`src/design/double_float_adder_truncating_unit_macros.svh`:
```
// Assertion macros for the truncating binary64 adder
`ifndef DOUBLE_FLOAT_ADDER_TRUNCATING_UNIT_MACROS_SVH
`define DOUBLE_FLOAT_ADDER_TRUNCATING_UNIT_MACROS_SVH
// Implication checked on every rising clock edge outside reset
`define DFA_ASSERT_IMPL(label, clk, rst_n, pre, post) \
    label: assert property (@(posedge clk) disable iff (!rst_n) (pre) |-> (post)) \
        else $error("assertion failed");
// Next-cycle implication checked outside reset
`define DFA_ASSERT_NEXT(label, clk, rst_n, pre, post) \
    label: assert property (@(posedge clk) disable iff (!rst_n) (pre) |=> (post)) \
        else $error("assertion failed");
`endif

```
`src/design/dfa_pkg.sv`:
```
// Shared constants and types for the truncating binary64 adder
package dfa_pkg;
    localparam int unsigned FracWidth = 52;
    localparam int unsigned MantWidth = 53;
    localparam int unsigned ExpWidth  = 11;
    localparam int unsigned SignPos   = 63;
    localparam int unsigned WordWidth = 64;
    localparam logic [ExpWidth-1:0] ExpMax = 11'd2046;

    // Item carried on the output channel
    typedef struct packed {
        logic [WordWidth-1:0] sum_bits;
        logic                 range_error;
    } t_result;
endpackage

```
`src/design/dfa_if.sv`:
```
// Valid/ready channel interfaces for operands and results
interface dfa_in_if;
    logic                                valid;
    logic                                ready;
    logic [dfa_pkg::WordWidth-1:0]       operand_a;
    logic [dfa_pkg::WordWidth-1:0]       operand_b;
    modport source (output valid, output operand_a, output operand_b, input ready);
    modport sink   (input valid, input operand_a, input operand_b, output ready);
endinterface

interface dfa_out_if;
    logic                                valid;
    logic                                ready;
    logic [dfa_pkg::WordWidth-1:0]       sum_bits;
    logic                                range_error;
    modport source (output valid, output sum_bits, output range_error, input ready);
    modport sink   (input valid, input sum_bits, input range_error, output ready);
endinterface

```
`src/design/dfa_core.sv`:
```
// Combinational add, align and normalize datapath for one operand pair
module dfa_core (
    input  logic [dfa_pkg::WordWidth-1:0] i_a,
    input  logic [dfa_pkg::WordWidth-1:0] i_b,
    output dfa_pkg::t_result              o_res
);
    localparam int W = dfa_pkg::WordWidth;
    logic [10:0] a_exp, b_exp, big, diff;
    logic        a_zero, b_zero, a_gt;
    logic [W-1:0] ma, mb, sa, sb;
    logic [W:0]  total, mag;
    logic        neg;
    logic [6:0]  n;
    logic [W-1:0] norm;
    logic signed [12:0] e;

    always_comb begin
        a_exp  = i_a[62:52];
        b_exp  = i_b[62:52];
        a_zero = (i_a[62:0] == '0);
        b_zero = (i_b[62:0] == '0);
        a_gt   = a_exp > b_exp;
        big    = a_gt ? a_exp : b_exp;
        diff   = a_gt ? (a_exp - b_exp) : (b_exp - a_exp);
        ma = {11'd0, 1'b1, i_a[51:0]};
        mb = {11'd0, 1'b1, i_b[51:0]};
        // truncating alignment of the smaller operand
        sa = a_gt ? ma : ((diff >= 11'd64) ? '0 : (ma >> diff[5:0]));
        sb = !a_gt ? mb : ((diff >= 11'd64) ? '0 : (mb >> diff[5:0]));
        total = (i_a[63] ? -{1'b0, sa} : {1'b0, sa})
              + (i_b[63] ? -{1'b0, sb} : {1'b0, sb});
        neg = total[W];
        mag = neg ? -total : total;
        // leading-one position: magnitude is at most 54 bits
        n = '0;
        for (int i = 0; i < 55; i++) begin
            if (mag[i]) n = 7'(i + 1);
        end
        if (n < 7'(dfa_pkg::MantWidth)) begin
            norm = mag[W-1:0] << (7'(dfa_pkg::MantWidth) - n);
        end else begin
            norm = mag[W-1:0] >> (n - 7'(dfa_pkg::MantWidth));
        end
        e = $signed({2'b0, big}) + $signed({6'b0, n}) - 13'sd53;
        if (a_zero) begin
            o_res = '{sum_bits: i_b, range_error: 1'b0};
        end else if (b_zero) begin
            o_res = '{sum_bits: i_a, range_error: 1'b0};
        end else if (mag == '0) begin
            o_res = '{sum_bits: '0, range_error: 1'b0};
        end else begin
            o_res.sum_bits    = {neg, e[10:0], norm[51:0]};
            o_res.range_error = (e < 13'sd1) || (e > $signed({2'b0, dfa_pkg::ExpMax}));
        end
    end
endmodule

```
`src/design/double_float_adder_truncating_unit.sv`:
```
// Truncating binary64 adder: input register, datapath, output register.
// Items pass the input, then the result register; one is taken per cycle
// unless the sink stalls, the single-pass datapath between them setting that
// rate. A result waiting on a stalled sink still lets one more item enter the
// input stage. No rounding, subnormal, infinity or NaN handling.
`include "double_float_adder_truncating_unit_macros.svh"
module double_float_adder_truncating_unit (
    input  logic         i_clk,
    input  logic         i_rst_n,
    dfa_in_if.sink       i_in,
    dfa_out_if.source    o_out
);
    logic r_in_v, r_out_v, n_in_v, n_out_v;
    logic [dfa_pkg::WordWidth-1:0] r_a, r_b;
    dfa_pkg::t_result res, r_res;
    logic adv;

    dfa_core u_core (.i_a(r_a), .i_b(r_b), .o_res(res));

    // stage moves when output is free or being taken
    assign adv = !r_out_v || o_out.ready;
    assign i_in.ready = !r_in_v || adv;
    assign n_in_v  = i_in.valid || (r_in_v && !adv);
    assign n_out_v = r_in_v || (r_out_v && !o_out.ready);

    always_ff @(posedge i_clk) begin
        if (!i_rst_n) begin
            r_in_v  <= 1'b0;
            r_out_v <= 1'b0;
        end else begin
            if (i_in.ready) r_in_v <= n_in_v;
            if (adv) r_out_v <= n_out_v;
        end
    end

    // payload registers
    always_ff @(posedge i_clk) begin
        if (i_in.ready && i_in.valid) begin
            r_a <= i_in.operand_a;
            r_b <= i_in.operand_b;
        end
        if (adv && r_in_v) r_res <= res;
    end

    assign o_out.valid       = r_out_v;
    assign o_out.sum_bits    = r_res.sum_bits;
    assign o_out.range_error = r_res.range_error;

    `DFA_ASSERT_NEXT(a_hold, i_clk, i_rst_n, r_out_v && !o_out.ready, r_out_v)
    `DFA_ASSERT_IMPL(a_full_stall, i_clk, i_rst_n, r_in_v && r_out_v && !o_out.ready, !i_in.ready)
    `DFA_ASSERT_NEXT(a_fill, i_clk, i_rst_n, r_in_v && adv, r_out_v)
endmodule

```
`src/flat_wrapper.sv`:
```
// flat-port wrapper written by rule: the top's interface ports become plain ports
module double_float_adder_truncating_unit_flat 
  (i_clk, i_rst_n, i_in_valid, i_in_operand_a, i_in_operand_b, i_in_ready, o_out_valid, o_out_sum_bits, o_out_range_error, o_out_ready);
  dfa_in_if i_in_i ();
  dfa_out_if o_out_i ();
  input  logic i_clk;
  input  logic i_rst_n;
  input wire logic [$bits(i_in_i.valid)-1:0] i_in_valid;
  input wire logic [$bits(i_in_i.operand_a)-1:0] i_in_operand_a;
  input wire logic [$bits(i_in_i.operand_b)-1:0] i_in_operand_b;
  output wire logic [$bits(i_in_i.ready)-1:0] i_in_ready;
  output wire logic [$bits(o_out_i.valid)-1:0] o_out_valid;
  output wire logic [$bits(o_out_i.sum_bits)-1:0] o_out_sum_bits;
  output wire logic [$bits(o_out_i.range_error)-1:0] o_out_range_error;
  input wire logic [$bits(o_out_i.ready)-1:0] o_out_ready;
  assign i_in_i.valid = i_in_valid;
  assign i_in_i.operand_a = i_in_operand_a;
  assign i_in_i.operand_b = i_in_operand_b;
  assign i_in_ready = i_in_i.ready;
  assign o_out_valid = o_out_i.valid;
  assign o_out_sum_bits = o_out_i.sum_bits;
  assign o_out_range_error = o_out_i.range_error;
  assign o_out_i.ready = o_out_ready;
  double_float_adder_truncating_unit u_core (.i_clk(i_clk), .i_rst_n(i_rst_n), .i_in(i_in_i), .o_out(o_out_i));
endmodule
```
`config.mk`:
```
export PLATFORM = sky130hd
export DESIGN_NAME = double_float_adder_truncating_unit_flat
export DESIGN_NICKNAME = d
export VERILOG_FILES = /design/src/design/dfa_pkg.sv /design/src/design/dfa_if.sv /design/src/design/dfa_core.sv /design/src/design/double_float_adder_truncating_unit.sv /design/src/flat_wrapper.sv
export VERILOG_INCLUDE_DIRS = /design/src /design/src/design
export SDC_FILE = /design/constraint.sdc
export NUM_CORES = 2
export LEC_CHECK = 0
export ABC_AREA = 1
export BUFFER_PORTS_ARGS = -buffer_cell sky130_fd_sc_hd__clkbuf_2
export CORE_MARGIN = 1.5
export CORE_UTILIZATION = 41
export CTS_BUF_LIST = sky130_fd_sc_hd__clkbuf_4 sky130_fd_sc_hd__clkbuf_8
export DETAILED_ROUTE_END_ITERATION = 10
export MAX_ROUTING_LAYER = met4
export SYNTH_ARGS = -nofsm -noshare
export SYNTH_HDL_FRONTEND = slang
export SYNTH_SLANG_ARGS = --single-unit
export TNS_END_PERCENT = 100
```
`constraint.sdc`:
```
create_clock -name i_clk -period 24 [get_ports i_clk]
set_input_delay 2.4 -clock i_clk [delete_from_list [all_inputs] [get_ports i_clk]]
set_output_delay 2.4 -clock i_clk [all_outputs]
set_load 0.02 [all_outputs]
```
==> summary.txt <==
Critical path
  – Most frequent CP cell: nand2_1
  – Slowest CP cell: inv_2
  – Kind of critical path: reg -> reg
  – Critical path startpoint: u_core.r_a[52]$_DFFE_PP_
  – WP data required: 24310 ps
  – Crit. End Element: register
  – R2r startpoint: u_core.r_a[52]$_DFFE_PP_
  – Reg2reg end: u_core.o_out.sum_bits[38]$_DFFE_PP_
  – Largest stage delay, worst path: 910 ps
  – CP endpoint: u_core.o_out.sum_bits[38]$_DFFE_PP_
  – Crit path max fanout: 84
  – CP Launch Type: register
  – FF-to-FF path depth: 107
  – R2R setup slack: 4700 ps
  – Worst EP arrival: 19620 ps

Synth
  – Area share of the largest cell type after synthesis: 21.3%
  – Synth warn: 0
  – Cell variety after synth: 66
  – Ranking of synthesized cells by area: nand3_1, nand2_1, edfxtp_1
  – Mapped cell area: 33300 µm²
  – Post-synth top flop: edfxtp_1
  – Post-synth ARST share: 0%
  – Mapped Cells: 5808
  – #FFs+latches synth: 195
  – Syn Area/Cell: 5.73 µm²
  – Register area share after synthesis: 17.5%
  – Cell accounting for the most synthesized area: nand3_1
  – Post-synth EDFFs: 193
  – Syn nets: 6052

Clock network
  – Root Buffer: clkbuf_8
  – Post-CTS Setup Repair Bufs: 0
  – H-tree Lvls: 4
  – Clock-pin slew on the worst setup and hold paths: 130 ps
  – Clk sinks: 195
  – Worst-Skew Late Latency: 590 ps
  – CTS resizes: 0
  – Clock tree buffer depth: 2
  – Number of CTS-inserted buffers: 17
  – CTS tree: done
  – Hold buffers post-CTS: 0

Place
  – Final HPWL DP: 153 mm
  – Placed cell area: 34600 µm²
  – Final GP Congestion: 1.10
  – Port Buffer Count: 198
  – Placed cells: 6806

Floorplan
  – Starting Density: 41.4%
  – Ports: 199
  – Core Region: 80400 µm²
  – # rows: 104
  – Total die area: 82900 µm²
  – Die Ht: 288 µm
  – Die W: 288 µm

Drt
  – Wire per inst: 28.3 µm
  – Final ANT Viol Nets: 0
  – Starting DRC count in detailed routing: 6725
  – Vias per inst: 6.23
  – WL final: 194 mm
  – DR DRC count: 0
  – Via Count: 42700
  – DRT Pass-1 Iters: 9

STA
  – Max Freq: 51.8 MHz
  – Fin Setup TNS: 0 ps
  – Max Transition Viols Final: 0
  – Period Utilization, post-route: 80.4%
  – Worst-margin pin slew: 1360 ps
  – Slew headroom: 8.66%
  – Clk_skew: 55.6 ps
  – Number of setup violations in the final report: 0
  – Clock period minus worst slack: 19300 ps
  – Fin. Hold Viols: 0
  – RSZ-0062 raised after global routing: no

GRT
  – Vias in the first global route: 37900
  – Global-route wire length before repair: 272 mm
  – Pin count of the biggest net entering global routing: 129
  – Initial antenna violation count: 10
  – GRT overflow: 0
  – GRT Util Overall: 46.6%

Run
  – Max cap viols: 0

Layout
  – Cell area after layout: 35100 µm²
  – Register area: 5840 µm²
  – Layout cell share with drive strength beyond 1: 7.04%
  – Area Growth Syn to Fin: 5.61%
  – Layout Cells excl Fill: 6854
  – Area of the multi-input gates: 23900 µm²
  – Filler cells: 8966
  – Total Nets Final: 6009

Hold path
  – Hold Path Class: reg -> reg

Status
  – Status: completed
[sequential cells by signal, summed over array words and instances, names as in the netlist]
name and flops:
u_core.r_b 64, u_core.r_in_v 1, u_core.o_out.valid 1, u_core.o_out.range_error 1
u_core.r_a 64, u_core.o_out.sum_bits 64
[area by class of cell]
| class | instances | share of cell area [%] |
|---|---|---|
| multi-input cells | 4740 | 68.0 |
| well taps | 1060 | 3.77 |
| flip-flops and latches | 195 | 16.6 |
| diodes | 16 | 0.114 |
| inverters | 549 | 5.91 |
| repair buffers | 262 | 4.22 |
| clock buffers | 17 | 0.666 |
| clock inverters | 15 | 0.666 |
[cell usage after synthesis, types with 19 or more instances]
master / count
buf_6: 20
o22ai_1: 24
a21oi_1: 297
o21ai_1: 56
nor3_1: 49
nor4_1: 48
o211ai_1: 37
buf_4: 19
nor2_1: 373
o21ai_0: 240
xnor2_1: 76
inv_2: 22
inv_1: 523
xor2_1: 164
nand2_2: 24
nand4_1: 79
edfxtp_1: 193
buf_2: 90
a31oi_1: 27
clkbuf_1: 147
buf_1: 48
ha_1: 108
nand2_1: 1599
nand3_1: 1413
[cells in the final DEF, fill, tap and decap left out, types with 24 or more instances in the layout]
cell	Yosys	routed
nor2_1	373	373
a31oi_1	27	27
nand2_1	1599	1596
o21ai_1	56	55
nand3_1	1413	1413
a21oi_1	297	296
nor3_1	49	49
o22ai_1	24	24
edfxtp_1	193	193
inv_1	523	520
nand4_1	79	79
nor4_1	48	47
buf_4	19	63
clkbuf_2	0	198
nand2_2	24	25
xor2_1	164	164
xnor2_1	76	75
o211ai_1	37	37
ha_1	108	106
o21ai_0	240	240
[per-stage QoR]
step | hold WS, ps | util [%] | worst slack, ps
after floorplan | 448 | - | 11560
after global placement | 511 | 43.1 | 5550
after detailed placement | 522 | 43.1 | 5580
after CTS | 540 | 43.6 | 5500
after global routing | 569 | 43.7 | 3070
final | 539 | 43.7 | 4700
[critical path: cells and delay by family (launching register included)]
kind	cells	cell delay (ps)
flops	1	500
xor+xnor	2	490
simple gates	82	11130
compound gates	11	2320
fa+ha+maj	3	1540
buf+inv	9	2910
[metal layers]
| layer | global-route usage (%) | part of all wire (%) | up-vias |
|---|---|---|---|
| li1 | - | - | 19500 |
| met1 | 60.9 | 41 | 19800 |
| met2 | 64.8 | 41 | 2864 |
| met3 | 9.62 | 11 | 517 |
| met4 | 29.5 | 7.4 | 0 |
| met5 | - | 0 | - |
[worst min-delay path by stage]
stage	startpoint	to	slack, ps	cells past startpoint
2_1_floorplan	u_core.r_in_v$_SDFFE_PN0N_	u_core.o_out.valid$_SDFFE_PN0N_	450	2
3_3_place_gp	u_core.o_out.valid$_SDFFE_PN0N_	u_core.o_out.valid$_SDFFE_PN0N_	510	2
3_5_place_dp	u_core.o_out.valid$_SDFFE_PN0N_	u_core.o_out.valid$_SDFFE_PN0N_	520	2
4_1_cts	u_core.o_out.valid$_SDFFE_PN0N_	u_core.o_out.valid$_SDFFE_PN0N_	540	2
5_1_grt	u_core.r_in_v$_SDFFE_PN0N_	u_core.o_out.valid$_SDFFE_PN0N_	570	2
6_report	u_core.o_out.valid$_SDFFE_PN0N_	u_core.o_out.valid$_SDFFE_PN0N_	540	2
[kinds of logic (layout without fill, tap and decap cells)]
group | Yosys count | in the layout | share of synthesized area, %
AND/OR/NAND/NOR | 3650 | 3650 | 48.8
buffers and inverters | 873 | 843 | 10.9
AO/OA/AOI/OAI | 734 | 734 | 12.0
XOR/XNOR | 244 | 244 | 6.51
flip-flops | 195 | 195 | 17.5
adder cells (fa/ha/maj) | 112 | 112 | 4.30
other | 0 | 16 | 0
Power is not shown: default switching activity piles up to over one toggle a cycle in this logic, so the estimate is an artifact.
